$ cat src/rtl/i2c_master_transfer_sequencer_assert.svh
// Assertion macros for the I2C master transfer sequencer.
// Included by the top level; the forms under SYNTHESIS expand to nothing.
`ifndef I2C_MASTER_TRANSFER_SEQUENCER_ASSERT_SVH
`define I2C_MASTER_TRANSFER_SEQUENCER_ASSERT_SVH

`ifndef SYNTHESIS

// The consequent must hold in the same cycle as the antecedent.
`define I2CSEQ_ASSERT_SAME(lbl, clk, rst_n, ant, cons, msg) \
  lbl: assert property (@(posedge clk) disable iff (!rst_n) (ant) |-> (cons)) \
    else $error(msg);

// The consequent must hold in the cycle after the antecedent.
`define I2CSEQ_ASSERT_NEXT(lbl, clk, rst_n, ant, cons, msg) \
  lbl: assert property (@(posedge clk) disable iff (!rst_n) (ant) |=> (cons)) \
    else $error(msg);

`else

`define I2CSEQ_ASSERT_SAME(lbl, clk, rst_n, ant, cons, msg)
`define I2CSEQ_ASSERT_NEXT(lbl, clk, rst_n, ant, cons, msg)

`endif

`endif

$ cat src/rtl/i2c_seq_pkg.sv
// Shared types and constants of the I2C master transfer sequencer.
// No dependencies; used by the controller, the datapath and the top level.
`timescale 1ns / 1ps
`default_nettype none

package i2c_seq_pkg;

  localparam int REQ_W       = 3;
  localparam int ACT_W       = 3;
  localparam int IN_TDATA_W  = 64;
  localparam int OUT_TDATA_W = 40;

  // Request kinds carried in in_tuser.
  localparam logic [REQ_W-1:0] REQ_START = 3'd0;
  localparam logic [REQ_W-1:0] REQ_TXRDY = 3'd1;
  localparam logic [REQ_W-1:0] REQ_RXBYTE = 3'd2;
  localparam logic [REQ_W-1:0] REQ_XFER_DONE = 3'd3;
  localparam logic [REQ_W-1:0] REQ_STOP = 3'd4;
  localparam logic [REQ_W-1:0] REQ_NACK = 3'd5;

  // Action codes carried in out_tuser.
  localparam logic [ACT_W-1:0] ACT_NONE = 3'd0;
  localparam logic [ACT_W-1:0] ACT_SEND = 3'd1;
  localparam logic [ACT_W-1:0] ACT_PROG = 3'd2;
  localparam logic [ACT_W-1:0] ACT_STOP = 3'd3;
  localparam logic [ACT_W-1:0] ACT_CLR_STOP = 3'd4;
  localparam logic [ACT_W-1:0] ACT_CLR_NACK = 3'd5;
  localparam logic [ACT_W-1:0] ACT_DELIVER = 3'd6;
  localparam logic [ACT_W-1:0] ACT_REJECT = 3'd7;

  typedef enum logic [2:0] {
    ST_IDLE,
    ST_EXEC,
    ST_TX_PROG,
    ST_RD_ADDR,
    ST_DELIVER
  } seq_state_t;

  // Controller to datapath.
  typedef struct packed {
    logic load_item;
    logic exec;
    logic prog2;
    logic rd_en;
    logic deliver;
  } seq_cmd_t;

  // Datapath to controller.
  typedef struct packed {
    logic slot_free;
    logic more_tx;
    logic more_rx;
    logic del_last;
  } seq_status_t;

endpackage

`default_nettype wire

$ cat src/rtl/i2c_seq_dp.sv
// Datapath of the I2C master transfer sequencer: item register, transfer
// counters, receive store and the output register. Depends on i2c_seq_pkg.
`timescale 1ns / 1ps
`default_nettype none

module i2c_seq_dp
  import i2c_seq_pkg::*;
#(
  parameter int RX_STORE_DEPTH = 32,
  parameter int MAX_CHUNK      = 255
) (
  input  wire logic                   clk,
  input  wire logic                   rst_n,
  input  wire seq_cmd_t               cmd,
  output seq_status_t                 status,
  input  wire logic [IN_TDATA_W-1:0]  in_tdata,
  input  wire logic [REQ_W-1:0]       in_tuser,
  output logic                        out_tvalid,
  input  wire logic                   out_tready,
  output logic [OUT_TDATA_W-1:0]      out_tdata,
  output logic [ACT_W-1:0]            out_tuser,
  output logic                        out_tlast
);

  localparam int IDXW = $clog2(RX_STORE_DEPTH + 1);
  localparam int AW   = (RX_STORE_DEPTH > 1) ? $clog2(RX_STORE_DEPTH) : 1;

  // Latched input item.
  logic [REQ_W-1:0] item_req_r;
  logic [6:0]       item_addr_r;
  logic [15:0]      item_scount_r;
  logic [15:0]      item_rcount_r;
  logic             item_busy_r;
  logic             item_reload_r;
  logic [7:0]       item_tx_r;
  logic [7:0]       item_rx_r;

  // Transfer state.
  logic             reading_r, reading_nxt;
  logic [6:0]       held_addr_r, held_addr_nxt;
  logic [15:0]      tx_rem_r, tx_rem_nxt;
  logic [15:0]      rx_rem_r, rx_rem_nxt;
  logic [15:0]      rx_total_r, rx_total_nxt;
  logic [IDXW-1:0]  wr_idx_r, wr_idx_nxt;
  logic [IDXW-1:0]  del_idx_r, del_idx_nxt;
  logic [IDXW-1:0]  del_cnt_r, del_cnt_nxt;

  logic [7:0] mem [RX_STORE_DEPTH];
  logic [7:0] rd_data_r;
  logic       mem_we;

  logic                   out_tvalid_r;
  logic [OUT_TDATA_W-1:0] out_tdata_r;
  logic [ACT_W-1:0]       out_tuser_r;
  logic                   out_tlast_r;

  // Result being formed this cycle.
  logic             res_load;
  logic [ACT_W-1:0] res_act;
  logic [7:0]       res_tx;
  logic [7:0]       res_chunk;
  logic             res_reload;
  logic             res_dir;
  logic [6:0]       res_addr;
  logic             res_start;
  logic [7:0]       res_rx;
  logic             res_ovf;
  logic             res_last;

  logic             use_prog;
  logic [15:0]      pg_rem;

  logic [15:0]      tx_dec;
  logic [15:0]      rx_dec;
  logic [IDXW-1:0]  cur_cnt;
  logic             store_full;
  logic             slot_free;

  assign slot_free  = !out_tvalid_r || out_tready;
  assign tx_dec     = (tx_rem_r != 16'd0) ? tx_rem_r - 16'd1 : tx_rem_r;
  assign rx_dec     = (rx_rem_r != 16'd0) ? rx_rem_r - 16'd1 : rx_rem_r;
  assign store_full = !(wr_idx_r < IDXW'(RX_STORE_DEPTH));
  assign cur_cnt    = (rx_total_r > 16'(RX_STORE_DEPTH)) ? IDXW'(RX_STORE_DEPTH)
                                                         : rx_total_r[IDXW-1:0];

  assign status.slot_free = slot_free;
  assign status.more_tx   = (item_req_r == REQ_TXRDY) && item_reload_r;
  assign status.more_rx   = (item_req_r == REQ_STOP) && reading_r && (cur_cnt != '0);
  assign status.del_last  = (del_idx_r + IDXW'(1)) == del_cnt_r;

  always_comb begin
    res_load      = 1'b0;
    res_act       = ACT_NONE;
    res_tx        = 8'd0;
    res_rx        = 8'd0;
    res_ovf       = 1'b0;
    res_last      = 1'b1;
    res_dir       = 1'b0;
    res_start     = 1'b0;
    res_addr      = held_addr_r;
    use_prog      = 1'b0;
    pg_rem        = 16'd0;
    mem_we        = 1'b0;
    reading_nxt   = reading_r;
    held_addr_nxt = held_addr_r;
    tx_rem_nxt    = tx_rem_r;
    rx_rem_nxt    = rx_rem_r;
    rx_total_nxt  = rx_total_r;
    wr_idx_nxt    = wr_idx_r;
    del_idx_nxt   = del_idx_r;
    del_cnt_nxt   = del_cnt_r;

    if (cmd.exec) begin
      case (item_req_r)
        REQ_START: begin
          res_load = 1'b1;
          if (item_busy_r || (item_scount_r == 16'd0 && item_rcount_r == 16'd0)) begin
            res_act = ACT_REJECT;
          end else begin
            held_addr_nxt = item_addr_r;
            tx_rem_nxt    = item_scount_r;
            rx_rem_nxt    = item_rcount_r;
            rx_total_nxt  = item_rcount_r;
            wr_idx_nxt    = '0;
            reading_nxt   = (item_scount_r == 16'd0);
            use_prog      = 1'b1;
            res_addr      = item_addr_r;
            res_start     = 1'b1;
            res_dir       = (item_scount_r == 16'd0);
            pg_rem        = (item_scount_r != 16'd0) ? item_scount_r : item_rcount_r;
          end
        end
        REQ_TXRDY: begin
          res_load   = 1'b1;
          res_act    = ACT_SEND;
          res_tx     = item_tx_r;
          res_last   = !item_reload_r;
          tx_rem_nxt = tx_dec;
        end
        REQ_RXBYTE: begin
          res_load   = 1'b1;
          res_ovf    = store_full;
          rx_rem_nxt = rx_dec;
          if (!store_full) begin
            mem_we     = 1'b1;
            wr_idx_nxt = wr_idx_r + IDXW'(1);
          end
          if (item_reload_r) begin
            use_prog = 1'b1;
            res_dir  = 1'b1;
            pg_rem   = rx_dec;
          end
        end
        REQ_XFER_DONE: begin
          res_load   = 1'b1;
          wr_idx_nxt = '0;
          if (rx_rem_r != 16'd0) begin
            reading_nxt = 1'b1;
            use_prog    = 1'b1;
            res_dir     = 1'b1;
            res_start   = 1'b1;
            pg_rem      = rx_rem_r;
          end else begin
            res_act = ACT_STOP;
          end
        end
        REQ_STOP: begin
          res_load    = 1'b1;
          res_act     = ACT_CLR_STOP;
          res_last    = !(reading_r && (cur_cnt != '0));
          del_idx_nxt = '0;
          del_cnt_nxt = cur_cnt;
        end
        REQ_NACK: begin
          res_load = 1'b1;
          res_act  = ACT_CLR_NACK;
        end
        default: begin
          res_load = 1'b0;
        end
      endcase
    end else if (cmd.prog2) begin
      // Write reload after a transmit ready: counts what is still left.
      res_load = 1'b1;
      use_prog = 1'b1;
      pg_rem   = tx_rem_r;
    end else if (cmd.deliver) begin
      res_load    = 1'b1;
      res_act     = ACT_DELIVER;
      res_rx      = rd_data_r;
      res_last    = status.del_last;
      del_idx_nxt = del_idx_r + IDXW'(1);
    end

    if (use_prog) begin
      res_act = ACT_PROG;
    end else begin
      res_addr = 7'd0;
    end
  end

  assign res_reload = use_prog && (pg_rem > 16'(MAX_CHUNK));
  assign res_chunk  = !use_prog ? 8'd0 : (res_reload ? 8'(MAX_CHUNK) : pg_rem[7:0]);

  always_ff @(posedge clk) begin
    if (cmd.load_item) begin
      item_req_r    <= in_tuser;
      item_addr_r   <= in_tdata[6:0];
      item_scount_r <= in_tdata[22:7];
      item_rcount_r <= in_tdata[38:23];
      item_busy_r   <= in_tdata[39];
      item_reload_r <= in_tdata[40];
      item_tx_r     <= in_tdata[48:41];
      item_rx_r     <= in_tdata[56:49];
    end
  end

  always_ff @(posedge clk) begin
    if (!rst_n) begin
      reading_r   <= 1'b0;
      held_addr_r <= 7'd0;
      tx_rem_r    <= 16'd0;
      rx_rem_r    <= 16'd0;
      rx_total_r  <= 16'd0;
      wr_idx_r    <= '0;
      del_idx_r   <= '0;
      del_cnt_r   <= '0;
    end else begin
      reading_r   <= reading_nxt;
      held_addr_r <= held_addr_nxt;
      tx_rem_r    <= tx_rem_nxt;
      rx_rem_r    <= rx_rem_nxt;
      rx_total_r  <= rx_total_nxt;
      wr_idx_r    <= wr_idx_nxt;
      del_idx_r   <= del_idx_nxt;
      del_cnt_r   <= del_cnt_nxt;
    end
  end

  always_ff @(posedge clk) begin
    if (mem_we) begin
      mem[wr_idx_r[AW-1:0]] <= item_rx_r;
    end
    if (cmd.rd_en) begin
      rd_data_r <= mem[del_idx_r[AW-1:0]];
    end
  end

  always_ff @(posedge clk) begin
    if (!rst_n) begin
      out_tvalid_r <= 1'b0;
    end else if (res_load) begin
      out_tvalid_r <= 1'b1;
    end else if (out_tready) begin
      out_tvalid_r <= 1'b0;
    end
  end

  always_ff @(posedge clk) begin
    if (res_load) begin
      out_tuser_r <= res_act;
      out_tlast_r <= res_last;
      out_tdata_r <= {5'd0, res_ovf, res_rx, res_start, res_addr, res_dir,
                      res_reload, res_chunk, res_tx};
    end
  end

  assign out_tvalid = out_tvalid_r;
  assign out_tdata  = out_tdata_r;
  assign out_tuser  = out_tuser_r;
  assign out_tlast  = out_tlast_r;

endmodule

`default_nettype wire

$ cat src/rtl/i2c_seq_ctrl.sv
// Controller state machine of the I2C master transfer sequencer.
// Depends on i2c_seq_pkg; drives the datapath through seq_cmd_t.
`timescale 1ns / 1ps
`default_nettype none

module i2c_seq_ctrl
  import i2c_seq_pkg::*;
(
  input  wire logic        clk,
  input  wire logic        rst_n,
  input  wire logic        in_tvalid,
  output logic             in_tready,
  input  wire seq_status_t status,
  output seq_cmd_t         cmd
);

  seq_state_t state_r, state_nxt;

  always_ff @(posedge clk) begin
    if (!rst_n) begin
      state_r <= ST_IDLE;
    end else begin
      state_r <= state_nxt;
    end
  end

  always_comb begin
    state_nxt = state_r;
    case (state_r)
      ST_IDLE: begin
        if (in_tvalid) begin
          state_nxt = ST_EXEC;
        end
      end
      ST_EXEC: begin
        if (status.slot_free) begin
          if (status.more_tx) begin
            state_nxt = ST_TX_PROG;
          end else if (status.more_rx) begin
            state_nxt = ST_RD_ADDR;
          end else begin
            state_nxt = ST_IDLE;
          end
        end
      end
      ST_TX_PROG: begin
        if (status.slot_free) begin
          state_nxt = ST_IDLE;
        end
      end
      ST_RD_ADDR: begin
        state_nxt = ST_DELIVER;
      end
      ST_DELIVER: begin
        if (status.slot_free) begin
          state_nxt = status.del_last ? ST_IDLE : ST_RD_ADDR;
        end
      end
      default: begin
        state_nxt = ST_IDLE;
      end
    endcase
  end

  always_comb begin
    cmd       = '0;
    in_tready = 1'b0;
    case (state_r)
      ST_IDLE: begin
        in_tready     = 1'b1;
        cmd.load_item = in_tvalid;
      end
      ST_EXEC:    cmd.exec    = status.slot_free;
      ST_TX_PROG: cmd.prog2   = status.slot_free;
      ST_RD_ADDR: cmd.rd_en   = 1'b1;
      ST_DELIVER: cmd.deliver = status.slot_free;
      default: begin
        cmd = '0;
      end
    endcase
  end

endmodule

`default_nettype wire

$ cat src/rtl/i2c_master_transfer_sequencer.sv
// Top level of the I2C master transfer sequencer: controller plus datapath.
// Depends on i2c_seq_pkg, i2c_seq_ctrl, i2c_seq_dp and the assertion header.
`timescale 1ns / 1ps
`default_nettype none
`include "i2c_master_transfer_sequencer_assert.svh"

// Turns a start request or one I2C controller event per input beat into the
// register actions a master driver performs, one result beat each, with
// out_tlast on the final beat of an input. Items are taken one at a time:
// an item is latched when it is taken, and its first result is placed in the
// output register from the execute state once the output is free. A
// transmit ready with reload places its second result from the transmit
// program state. A stop after a read walks the receive store through its
// registered read port, a read state and a delivery state per byte. The output
// register lets the next item be taken while the last result still waits.
module i2c_master_transfer_sequencer
  import i2c_seq_pkg::*;
#(
  parameter int RX_STORE_DEPTH = 32,
  parameter int MAX_CHUNK      = 255
) (
  input  wire logic                   clk,
  input  wire logic                   rst_n,
  input  wire logic                   in_tvalid,
  output logic                        in_tready,
  // slave_address[6:0], send_count[22:7], receive_count[38:23],
  // bus_busy[39], reload_pending[40], tx_byte[48:41], rx_byte[56:49]
  input  wire logic [IN_TDATA_W-1:0]  in_tdata,
  // req_type[2:0]
  input  wire logic [REQ_W-1:0]       in_tuser,
  output logic                        out_tvalid,
  input  wire logic                   out_tready,
  // tx_data[7:0], chunk_count[15:8], reload_flag[16], read_direction[17],
  // target_address[24:18], start_flag[25], rx_data[33:26], overflow[34]
  output logic [OUT_TDATA_W-1:0]      out_tdata,
  // action[2:0]
  output logic [ACT_W-1:0]            out_tuser,
  output logic                        out_tlast
);

  seq_cmd_t    cmd;
  seq_status_t status;

  i2c_seq_ctrl u_ctrl (
    .clk       (clk),
    .rst_n     (rst_n),
    .in_tvalid (in_tvalid),
    .in_tready (in_tready),
    .status    (status),
    .cmd       (cmd)
  );

  i2c_seq_dp #(
    .RX_STORE_DEPTH (RX_STORE_DEPTH),
    .MAX_CHUNK      (MAX_CHUNK)
  ) u_dp (
    .clk        (clk),
    .rst_n      (rst_n),
    .cmd        (cmd),
    .status     (status),
    .in_tdata   (in_tdata),
    .in_tuser   (in_tuser),
    .out_tvalid (out_tvalid),
    .out_tready (out_tready),
    .out_tdata  (out_tdata),
    .out_tuser  (out_tuser),
    .out_tlast  (out_tlast)
  );

  // An accepted item is never followed by another in the next cycle.
  `I2CSEQ_ASSERT_NEXT(a_one_item, clk, rst_n, in_tvalid && in_tready, !in_tready, "item overlap")
  // The start flag only rides on a program count beat.
  `I2CSEQ_ASSERT_SAME(a_start_prog, clk, rst_n, out_tvalid && out_tdata[25], out_tuser == ACT_PROG, "start flag outside program")
  // A dropped byte is reported only on the result of a byte received event.
  `I2CSEQ_ASSERT_SAME(a_ovf_kind, clk, rst_n, out_tvalid && out_tdata[34], (out_tuser == ACT_NONE || out_tuser == ACT_PROG) && out_tlast, "overflow on wrong beat")

endmodule

`default_nettype wire
$ cat config.mk
export PLATFORM = sky130hd
export DESIGN_NAME = i2c_master_transfer_sequencer
export DESIGN_NICKNAME = d
export VERILOG_FILES = /design/src/rtl/i2c_seq_pkg.sv /design/src/rtl/i2c_seq_dp.sv /design/src/rtl/i2c_seq_ctrl.sv /design/src/rtl/i2c_master_transfer_sequencer.sv
export VERILOG_INCLUDE_DIRS = /design/src /design/src/rtl
export SDC_FILE = /design/constraint.sdc
export NUM_CORES = 1
export LEC_CHECK = 0
export BUFFER_PORTS_ARGS = -buffer_cell sky130_fd_sc_hd__buf_2
export CORE_MARGIN = 4
export CORE_UTILIZATION = 55
export CTS_BUF_LIST = sky130_fd_sc_hd__clkbuf_8
export CTS_CLUSTER_SIZE = 40
export DETAILED_ROUTE_END_ITERATION = 16
export PLACE_DENSITY = 0.76
export SLEW_MARGIN = 25
export SYNTH_ARGS = -nofsm -noshare
export SYNTH_HDL_FRONTEND = slang
export SYNTH_SLANG_ARGS = --single-unit
$ cat constraint.sdc
create_clock -name clk -period 5.2 [get_ports clk]
set_input_delay 0.78 -clock clk [delete_from_list [all_inputs] [get_ports clk]]
set_output_delay 0.78 -clock clk [all_outputs]
set_load 0.03 [all_outputs]
==> results of run 1 <==
-- critical path: stages (launching register included) --
cell and delay [ns]:
dfxtp_1 0.36, inv_1 0.08, ha_1 0.21, nor3b_2 0.50, nand3_1 0.20, a2111oi_0 0.60, nand4_1 0.27, a31oi_1 0.32
o21ai_2 0.17, a211o_1 0.32
-- power by group --
group | switching, mW | internal, mW | total, mW | leakage [nW]
combinational | 0.278 | 0.132 | 0.410 | 2.35
clock | 1.34 | 1.42 | 2.76 | 0.759
sequential | 0.0662 | 3.90 | 3.97 | 3.94
-- Yosys cell counts (9+ instances only) --
library cell	n	area, µm²
nand3_1	20	100
clkbuf_1	45	169
a21oi_1	53	265
nor2_1	139	522
o21ai_0	39	195
inv_1	12	45.0
o21ai_1	11	55.1
a22oi_1	13	97.6
mux4_2	80	1800
mux2i_1	24	240
dfxtp_1	78	1560
and3_1	17	106
nand2_1	73	274
edfxtp_1	363	10900
nor4_1	16	100
mux2_2	9	101
nor3_1	16	80.1
buf_2	12	60.1
-- layout make-up --
| type | count | share of cell area |
|---|---|---|
| Antenna cell | 1 | 0.000122 |
| Clock buffer | 77 | 0.0515 |
| Clock inverter | 50 | 0.0124 |
| Inverter | 13 | 0.00237 |
| Multi-Input combinational cell | 680 | 0.262 |
| Sequential cell | 441 | 0.606 |
| Tap cell | 442 | 0.0269 |
| Timing Repair Buffer | 122 | 0.0379 |
-- path summary, 6_finish.rpt --
path | depth (start not counted) | slack, ns | startpoint | to
max | 9 | 1.89 | u_dp.rx_rem_r[0] | u_dp.out_tdata[9]
min | 1 | 0.33 | in_tdata[55] | u_dp.item_rx_r[6]
max reg2reg | 9 | 1.89 | u_dp.rx_rem_r[0] | u_dp.out_tdata[9]
min reg2reg | 2 | 0.49 | u_dp.held_addr_r[3] | u_dp.held_addr_r[3]
-- metal layers --
layer / part of all wire / GRT usage
met2: 0.48 / 0.340
met3: 0.093 / 0.0549
met5: 0.00032 / 0
met1: 0.41 / 0.322
met4: 0.022 / 0.0754
-- state kept, by name, summed over array words and instances, names as in the netlist --
name / flops
u_dp.out_tdata: 35
u_dp.item_tx_r: 8
u_dp.reading_r: 1
u_dp.item_req_r: 3
u_dp.rd_data_r: 8
u_dp.item_busy_r: 1
u_dp.rx_total_r: 16
u_dp.del_idx_r: 6
u_dp.tx_rem_r: 16
u_ctrl.state_r: 3
u_dp.item_scount_r: 16
u_dp.out_tlast: 1
u_dp.mem: 256
u_dp.item_addr_r: 7
u_dp.rx_rem_r: 16
u_dp.item_rx_r: 8
u_dp.wr_idx_r: 6
u_dp.item_rcount_r: 16
u_dp.held_addr_r: 7
u_dp.item_reload_r: 1
u_dp.del_cnt_r: 6
u_dp.out_tvalid: 1
u_dp.out_tuser: 3
-- placed cells by master, fill, tap and decap left out, types with 17 or more instances in the layout --
master      n
o21ai_0    39
edfxtp_1  363
dfxtp_1    76
nor2_1    138
nand2_1    73
mux2i_1    24
mux4_2     80
nand3_1    20
and3_1     17
inv_1      34
buf_2     104
clkbuf_8   77
a21oi_1    53
-- cell families (layout without fill, tap and decap cells) --
family / after synthesis / in the layout / synth area share
buffers and inverters: 81 / 262 / 0.0203
XOR/XNOR: 12 / 12 / 0.00578
AND/OR/NAND/NOR: 348 / 348 / 0.0941
AO/OA/AOI/OAI: 194 / 194 / 0.0710
other: 1 / 6 / 0.000206
adder cells (fa/ha/maj): 8 / 8 / 0.00550
flip-flops: 441 / 441 / 0.685
multiplexers: 113 / 113 / 0.118
-- per-stage QoR --
stage               area [µm²]  instances  total power, mW  worst slack [ns]  hold slack (ns)
floorplan                18200       1202             4.28              1.97            0.460
global placement         19000       1689             4.41              1.68            0.468
detailed placement       19100       1689             4.42              1.60            0.480
CTS                      20400       1816             7.17              2.00            0.281
global route             20600       1825             7.41              1.76            0.296
finish                   20600       1826             7.14              1.89            0.331
==> summary.md, run 1 <==
| Metric | Value |
|---|---|
| WL per Instance | `22.2 µm` |
| Post-synthesis cell type count | `84` |
| RSZ-0062 raised after global routing | `false` |
| Post-synth EDFFs | `363` |
| # DRC | `0` |
| CTS root buf | `clkbuf_8` |
| Pwr dens | `347 mW/mm²` |
| Post-cts repair resize count | `0` |
| Main flop type after synthesis | `edfxtp_1` |
| Die area | `0.0360 mm²` |
| Min-Delay Path Class | `in2reg` |
| Initial Utilization | `0.559` |
| Gr usage total | `0.224` |
| Crit path time final | `3.31 ns` |
| Via count | `11042` |
| CTS tree | `done` |
| Vias in the first global route | `10787` |
| Yosys reg bits | `441` |
| Syn-to-layout area delta | `13.1%` |
| Crit path arrival time | `3.65 ns` |
| Die Ht | `190 µm` |
| Net count, final | `1408` |
| Core Footprint | `0.0325 mm²` |
| Worst skew pair latency | `0.63 ns` |
| Initial antenna violation count | `1` |
| Num Clock Sinks | `441` |
| Sequential share of the synthesized area | `0.685` |
| CP Max Fanout | `8` |
| Synthesized area per cell | `15.2 µm²` |
| Asr flop ratio synth | `0` |
| Post-CTS setup buffer count | `0` |
| I/O pins | `117` |
| Synth Warn # | `0` |
| Outcome | `complete, no violations` |
| Final WL | `40600 µm` |
| Area occupied by multi-input gates | `0.00540 mm²` |
| DRT iter0 DRCs | `1089` |
| # Max-Cap Violations | `0` |
| Post-DR vias/cell | `6.05` |
| Die Wd | `190 µm` |
| Final max-slew violation count | `0` |
| Share of cells above drive strength 1 | `0.249` |
| CTS Hold Bufs | `0` |
| Setup TNS | `0 ns` |
| IO Port Bufs | `104` |
| Relative slew slack | `0.305` |
| Achievable clock frequency | `0.303 GHz` |
| Largest net degree at the start of global routing | `61` |
| Global-route wire length before repair | `62100 µm` |
| Setup CP Type | `reg2reg` |
| Clock buffer depth | `3` |
| GRT overflow | `0` |
| # rows | `66` |
| Cells after synthesis | `1198` |
| CTS Buf Count | `71` |
| VDD IR-drop max | `0.325 mV` |
| Part of the cycle the worst path needs | `0.636` |
| CP Launch Type | `register` |
| Htree depth | `3` |
| Slew @ Worst Pin | `1.04 ns` |
| First drt pass iteration count | `5` |
| LEAKAGE | `7.05 nW` |
| Setup Viol. Count Final | `0` |
| Fill cells | `2366` |
| Clk_skew | `0.0384 ns` |
| Clock slew at reported path FFs | `0.07 ns` |
| Post-route ant nets | `0` |
| GP Congestion | `0.947` |
| Post-DP HPWL | `25900 µm` |
| Final core utilization | `0.632` |
| CP required | `5.54 ns` |
| Mapped Area | `0.0182 mm²` |
| Worst setup EP type | `register` |
| Sequential Area | `0.0125 mm²` |
| Endpoints failing hold | `0` |
Power figures use the tool's default switching activity.
==> inputs of run 2 (changes only) <==
- ABC_AREA: default -> 1
- clock period: 5.2 -> 3.5 ns (I/O delays scaled with it)
==> run 2 against run 1 <==
Effect of this change:
- setup slack got worse by 1.2 ns
- largest cell class unchanged
- critical path depth decreased by 1
- cell area increased by 2.1%
- worst hold slack got worse by 0.26 ns
- sequential share of layout area decreased by 1.2 points
- count of clock-buffer cells in the layout decreased by 1
- sequential power increased by 50%
- global-route usage increased by 1.7 points
- combinational power increased to 2.6 times the previous value
- fmax increased by 17%
- sequential cell count unchanged
- highest routed layer is now met4
- non-clock buffer count increased by 43
==> summary.md, run 2 <==
| Metric | Value |
|---|---|
| Outcome | `complete, no violations` |
| Die Ht | `191 µm (+0.79%)` |
| Met2 usage | `0.369 (+0.0288)` |
| Min-Delay Path Class | `in2reg` |
| Synth Area in Compound Gates | `0.132 (+0.0606)` |
| # Max-Cap Violations | `0 (unchanged)` |
| Relative slew slack | `0.481 (+0.176)` |
| I/O pins | `117 (unchanged)` |
| Count leader, synth | `edfxtp_1` |
| Num Clock Sinks | `441 (unchanged)` |
| Core Footprint | `0.0329 mm² (+1.0%)` |
| Grt met3 use | `0.0559 (+0.00102)` |
| IO Port Bufs | `104 (unchanged)` |
| Asr flop ratio synth | `0 (unchanged)` |
| Main flop type after synthesis | `edfxtp_1` |
| Post-route ant nets | `0 (unchanged)` |
| Mux share of post-synthesis cell area | `0.00379 (-0.114)` |
| Post-Synth Adder-Cell Area | `0.00541 (-0.0000898)` |
| CP Max Fanout | `10 (+2)` |
| Clock slew at reported path FFs | `0.06 ns (about the same)` |
| Pwr dens | `524 mW/mm² (+51%)` |
| # DRC | `0 (unchanged)` |
| Clk_skew | `0.0297 ns (-0.00878 ns)` |
| Initial antenna violation count | `0 (-1)` |
| Post-synth EDFFs | `363 (unchanged)` |
| Share of cells above drive strength 1 | `0.148 (-0.101)` |
| CP required | `3.74 ns (-1.80 ns)` |
| LEAKAGE | `7.86 nW (+12%)` |
| Hold Path Stages | `1 (unchanged)` |
| GRT overflow | `0 (unchanged)` |
| Yosys reg bits | `441 (unchanged)` |
| CTS Hold Bufs | `0 (unchanged)` |
| RSZ-0062 raised after global routing | `false` |
| Final WL | `44400 µm (+9.5%)` |
| Antenna cells | `0 (-1)` |
| Post-cts repair resize count | `0 (unchanged)` |
| Net count, final | `1943 (+38%)` |
| Post-synthesis cell type count | `46 (-45%)` |
| Synth Warn # | `0 (unchanged)` |
| Achievable clock frequency | `0.353 GHz (+17%)` |
| Post-CTS setup buffer count | `0 (unchanged)` |
| Crit path arrival time | `3.08 ns (-0.57 ns)` |
| Mapped Area | `0.0185 mm² (+1.7%)` |
| Setup CP Type | `reg2reg` |
| Synthesized area per cell | `10.8 µm² (-29%)` |
| Via count | `13642 (+24%)` |
| WL per Instance | `18.8 µm (-15%)` |
| Gr usage total | `0.240 (+0.0166)` |
| CP Launch Type | `register` |
| Final max-slew violation count | `0 (unchanged)` |
| Max FFs per register | `256 (unchanged)` |
| Slew @ Worst Pin | `0.776 ns (-0.266 ns)` |
| Part of the cycle the worst path needs | `0.810 (+0.175)` |
| Post-synthesis simple-gate area fraction | `0.132 (+0.0375)` |
| Sequential share of the synthesized area | `0.674 (-0.0112)` |
| Syn-to-layout area delta | `13.6%` |
| Vias in the first global route | `12696 (+18%)` |
| Setup TNS | `0 ns (unchanged)` |
| Clock buffer depth | `3 (unchanged)` |
| CTS tree | `done` |
| Die Wd | `191 µm (+0.79%)` |
| Synth top area share | `0.590 (-0.00978)` |
| Commonest non-fill, non-tap cell in the layout | `edfxtp_1` |
| Post-DP HPWL | `28500 µm (+10%)` |
| Most frequent cells in the layout | `363 x edfxtp_1, 307 x nor2_1, 238 x o21ai_0, 166 x nand2_1, 160 x inv_1` |
| R2R depth | `8 (-1)` |
| Cells after synthesis | `1704 (+42%)` |
| Global-route wire length before repair | `68800 µm (+11%)` |
| Worst setup EP type | `register` |
| Post-synthesis xor/xnor area fraction | `0.00616 (+0.000380)` |
| First drt pass iteration count | `7 (+2)` |
| M1 GR Usage | `0.343 (+0.0211)` |
| Htree depth | `3 (unchanged)` |
| Crit path time final | `2.84 ns (-0.470 ns)` |
| Endpoints failing hold | `0 (unchanged)` |
| Most used routing layer | `met2` |
| Initial Utilization | `0.562 (+0.00356)` |
| GP Congestion | `0.952 (+0.55%)` |
| DRT iter0 DRCs | `1511 (+39%)` |
| CTS Buf Count | `70 (-1.4%)` |
| Setup Viol. Count Final | `0 (unchanged)` |
| Combinational family with the most area after synthesis | `simple AND/OR/NAND/NOR gates` |
| Worst hold slack | `0.0691 ns (-0.262 ns)` |
| # rows | `66 (unchanged)` |
| Die area | `0.0366 mm² (+1.6%)` |
| VDD IR-drop max | `0.285 mV (-13%)` |
| Post-synth top area cell | `edfxtp_1` |
| Post-synth top cells | `363 x edfxtp_1, 308 x nor2_1, 238 x o21ai_0` |
| Top cells by area, synth | `edfxtp_1 59%, dfxtp_1 8.4%, o21ai_0 6.4%, nor2_1 6.3%, nand2_1 3.4%` |
| Post-DR vias/cell | `5.78 (-4.4%)` |
| Largest net degree at the start of global routing | `81 (+33%)` |
| CTS root buf | `clkbuf_8` |
| Worst skew pair latency | `0.63 ns (about the same)` |
[run 2: changes by cell type in the layout (fill, tap and decap cells not counted), sizes merged, moves of 17 or more]
cell    delta
nor4      -18
nor2     +177
nand3     +52
inv      +130
a21oi     +22
nand2     +99
buf       +43
mux4      -80
o22ai     +22
o221ai    +42
and3      -17
mux2i     -17
o21ai    +191
[run 2: critical path, stage by stage, from the launching register on]
cell	delay (ns)
dfxtp_1	0.36
inv_1	0.05
nor2_1	0.12
nand2_1	0.13
nor2_4	0.23
inv_2	0.17
nor3_1	0.46
nand2_1	0.34
nor2_1	0.59
[run 2: stage by stage]
stage                     power [mW]  instance area, µm²  setup slack (ns)   util  instances
after floorplan                 6.77               18500             0.445      -       1708
after global placement          7.07               19700             0.741  0.600       2234
after detailed placement        7.10               19700             0.626  0.600       2234
after CTS                       11.1               21000             0.674  0.639       2359
after global routing            11.5               21000             0.518  0.639       2359
final                           11.0               21000             0.664  0.639       2359
[run 2: final timing paths]
| path | start | endpoint | slack, ns |
|---|---|---|---|
| worst min register to register | u_dp.rx_total_r[11] | u_dp.rx_total_r[11] | 0.46 |
| worst min-delay path | in_tdata[39] | u_dp.item_busy_r | 0.07 |
| worst max register to register | u_ctrl.state_r[0] | u_dp.mem[18][5] | 0.66 |
| worst max-delay path | u_ctrl.state_r[0] | u_dp.mem[18][5] | 0.66 |
[run 2: kinds of logic after synthesis]
kind of cell               Yosys count
and+or+nand+nor                    589
DFF                                441
AOI/OAI and AO/OA                  425
buffers and inverters              220
xor gates and xnor gates            13
adders and majority gates            8
muxes                                7
other                                1
[run 2: where the power goes]
group	switching (mW)	leakage [nW]	internal (mW)
registers	0.0773	3.95	5.87
clock network	1.97	0.752	2.01
logic	0.773	3.16	0.297
total	2.82	7.86	8.17
[run 2: layout make-up]
| class | instances | area, µm² |
|---|---|---|
| Inverter | 139 | 522 |
| Clock buffer | 76 | 1050 |
| Multi-Input combinational cell | 1047 | 5180 |
| Timing Repair Buffer | 165 | 1000 |
| Tap cell | 442 | 553 |
| Clock inverter | 49 | 221 |
| Sequential cell | 441 | 12500 |
| Fill cell | 2563 | 11900 |
[run 2: routing by layer]
layer	routed length [µm]	part of all wire
met3	4410	0.099
met5	0	0
met1	18800	0.42
met2	20100	0.45
met4	1060	0.024
==> inputs of run 3 (changes only) <==
- ABC_AREA: 1 -> 0
- clock period: 3.5 -> 2.76 ns (I/O delays scaled with it)
==> run 3 against run 2 <==
Effect of this change:
- the run now ends with setup timing left
- non-clock buffer count increased by 98
- highest routed layer unchanged
- register-to-register slack got worse by 0.68 ns
- global-route usage decreased by 0.54 points
- via count decreased by 15%
- power increased by 25%
- clock power increased by 35%
- sequential power increased by 25%
- cell area increased by 3.8%
- count of clock-buffer cells in the layout decreased by 1
- die area decreased by 1.6%
- wire length decreased by 5.4%
==> summary.md, run 3 (synthesized netlist as in run 1, its figures left out) <==
| Metric | Value |
|---|---|
| Die Wd | `190 µm (-0.78%)` |
| Largest net degree at the start of global routing | `61 (-25%)` |
| Worst hold slack | `0.0488 ns (-0.0203 ns)` |
| Core Footprint | `0.0325 mm² (-1.0%)` |
| CTS root buf | `clkbuf_8` |
| CTS Buf Count | `72 (+2.9%)` |
| GRT overflow | `0 (unchanged)` |
| Part of the cycle the worst path needs | `1.01 (+0.197)` |
| DRT iter0 DRCs | `1093 (-28%)` |
| Share of cells above drive strength 1 | `0.283 (+0.135)` |
| Cell area after layout | `0.0218 mm² (+3.8%)` |
| Final max-slew violation count | `0 (unchanged)` |
| Post-DP Area | `0.0198 mm² (+0.22%)` |
| Setup Viol. Count Final | `6 (+6)` |
| Htree depth | `3 (unchanged)` |
| Crit path time final | `2.78 ns (-0.0558 ns)` |
| Part of the power in registers | `0.541 (about the same)` |
| Clock buffer depth | `3 (unchanged)` |
| Commonest non-fill, non-tap cell in the layout | `edfxtp_1` |
| Post-DP HPWL | `26500 µm (-7.0%)` |
| Setup CP Type | `reg2reg` |
| Endpoints failing hold | `0 (unchanged)` |
| I/O pins | `117 (unchanged)` |
| Crit-path cells | `inv_1 > ha_1 > nor3b_2 > nand3_1 > a2111oi_0 > nand4_1 > a31oi_1 > o21ai_2 > a211o_1` |
| Net count, final | `1550 (-20%)` |
| Die area | `0.0360 mm² (-1.6%)` |
| Total power | `13.8 mW (+25%)` |
| Max FFs per register | `256 (unchanged)` |
| Worst skew pair latency | `0.61 ns (-0.02 ns)` |
| Via count | `11552 (-15%)` |
| Outcome | `finished with violations` |
| Syn-to-layout area delta | `19.9%` |
| Max stage delay on crit path | `0.49 ns (-0.10 ns)` |
| Min-Delay Path Class | `in2reg` |
| Initial Utilization | `0.559 (-0.00356)` |
| Worst setup EP type | `register` |
| Antenna cells | `0 (unchanged)` |
| # rows | `66 (unchanged)` |
| Non-filler cells, final | `1957 (-17%)` |
| Slew @ Worst Pin | `0.761 ns (-0.0150 ns)` |
| Failing checks | `setup timing` |
| Post-route ant nets | `0 (unchanged)` |
| VDD IR-drop max | `0.516 mV (+81%)` |
| WL per Instance | `21.5 µm (+14%)` |
| IO Port Bufs | `104 (unchanged)` |
| Clk_skew | `0.0313 ns (+0.00161 ns)` |
| Grt met3 use | `0.0479 (-0.00799)` |
| RSZ-0062 raised after global routing | `true` |
| Hold Path Stages | `1 (unchanged)` |
| Inst Count DP | `1774 (-21%)` |
| First drt pass iteration count | `8 (+1)` |
| Internal power | `10.6 mW (+30%)` |
| Hold Path End | `u_dp.item_rx_r[7]` |
| Sw Pwr | `3.17 mW (+13%)` |
| PnR worst setup slack | `-0.0205 ns (-0.684 ns)` |
| Clock share of power | `0.391 (+0.029)` |
| Most used routing layer | `met2` |
| Die Ht | `190 µm (-0.78%)` |
| Gr usage total | `0.235 (-0.00538)` |
| Max stage delay cell, worst path | `a2111oi_0` |
| Hold Crit Start | `in_tdata[56]` |
| Combinational share of power | `0.068 (-0.029)` |
| CP Max Fanout | `8 (-2)` |
| Worst reg-to-reg setup slack | `-0.02 ns (-0.68 ns)` |
| Global-route wire length before repair | `65400 µm (-4.8%)` |
| CTS tree | `done` |
| # Max-Cap Violations | `0 (unchanged)` |
| Sw frac | `0.231 (-0.0258)` |
| Pwr dens | `631 mW/mm² (+21%)` |
| Relative slew slack | `0.491 (+0.0103)` |
| Fill cells | `2195 (-14%)` |
| Post-DR vias/cell | `5.90 (+2.1%)` |
| Crit path arrival time | `3.13 ns (+0.05 ns)` |
| FF-to-FF Start | `u_dp.rx_rem_r[1]` |
| RR Endpoint | `u_dp.out_tdata[9]` |
| M1 GR Usage | `0.328 (-0.0149)` |
| CP Launch Type | `register` |
| Initial antenna violation count | `0 (unchanged)` |
| Met2 usage | `0.375 (+0.00621)` |
| # DRC | `0 (unchanged)` |
| R2R depth | `9 (+1)` |
| CP required | `3.11 ns (-0.63 ns)` |
| LEAKAGE | `7.72 nW (-1.9%)` |
| Most frequent cells in the layout | `363 x edfxtp_1, 138 x nor2_1, 104 x buf_2, 87 x buf_4, 80 x mux4_2` |
| Achievable clock frequency | `0.360 GHz (+2.0%)` |
| Final WL | `42000 µm (-5.4%)` |
| Vias in the first global route | `11639 (-8.3%)` |
| Num Clock Sinks | `441 (unchanged)` |
| GP Congestion | `0.959 (+0.72%)` |
| Clock slew at reported path FFs | `0.06 ns (about the same)` |
-- run 3: cell types whose count changed in the layout (fill, tap and decap cells not counted), moves of 22 or more --
cell	previous run	this run
nor2_1	307	138
nand3_1	71	20
o221ai_1	44	2
a21oi_1	80	53
buf_4	59	87
o22ai_1	24	2
inv_1	160	29
o21ai_0	238	39
dlygate4sd3_1	0	58
mux4_2	0	80
nand2_1	166	73
-- run 3: layout make-up --
cell class	count	area, µm²	share of cell area
inverters	13	48.8	0.00224
repair buffers	263	2000	0.0916
multi-input cells	680	5400	0.248
flip-flops and latches	441	12500	0.572
well taps	442	553	0.0254
clock inverters	43	304	0.0139
clock buffers	75	1030	0.0474
-- run 3: power by group through the flow --
stage	Sequential (mW)	Combinational, mW	Clock, mW
finish	7.44	0.929	5.38
global route	7.45	0.997	5.84
CTS	7.48	0.844	5.48
detailed placement	7.62	0.777	0
global placement	7.61	0.761	0
floorplan	7.64	0.414	0
-- run 3: worst max-delay path, delay by kind of cell, from the launching register on --
kind                       cells  cell delay (ns)
AOI/OAI and AO/OA              4             1.34
adders and majority gates      1             0.17
buffers and inverters          1             0.08
DFF                            1             0.34
and+or+nand+nor                3             0.60
-- run 3: through the flow --
step | setup WS (ns) | utilization | TNS (ns)
final | -0.0205 | 0.670 | -0.0661
after CTS | 0.0537 | 0.666 | 0
after floorplan | 0.176 | - | 0
after global placement | 0.0978 | 0.607 | 0
after detailed placement | 0.0886 | 0.608 | 0
after global routing | -0.112 | 0.670 | -6.23
-- run 3: how the worst max path moves through the flow --
stage / slack, ns / start / endpoint
after global placement: 0.1 / out_tready / u_dp.tx_rem_r[0]
after global routing: -0.11 / u_ctrl.state_r[1] / u_dp.mem[15][6]
after CTS: 0.05 / u_ctrl.state_r[1] / u_dp.mem[15][6]
after floorplan: 0.18 / u_ctrl.state_r[2] / u_dp.out_tdata[0]
final: -0.02 / u_dp.rx_rem_r[1] / u_dp.out_tdata[9]
after detailed placement: 0.09 / u_dp.rx_rem_r[1] / u_dp.out_tdata[19]
-- run 3: repair_timing --
action / CTS / global route
setup buffers: 0 / 0
hold buffers: 57 / 1
endpoints found under the setup margin: 0 / 179
hold endpoints to repair: 57 / 1
resized for setup: 0 / 2
-- run 3: per-layer routing --
metal  up-vias  routed length [µm]
met3        95                3450
li1       5202                   -
met4         0                1130
met5         -                   0
met2       577               20200
met1      5678               17200
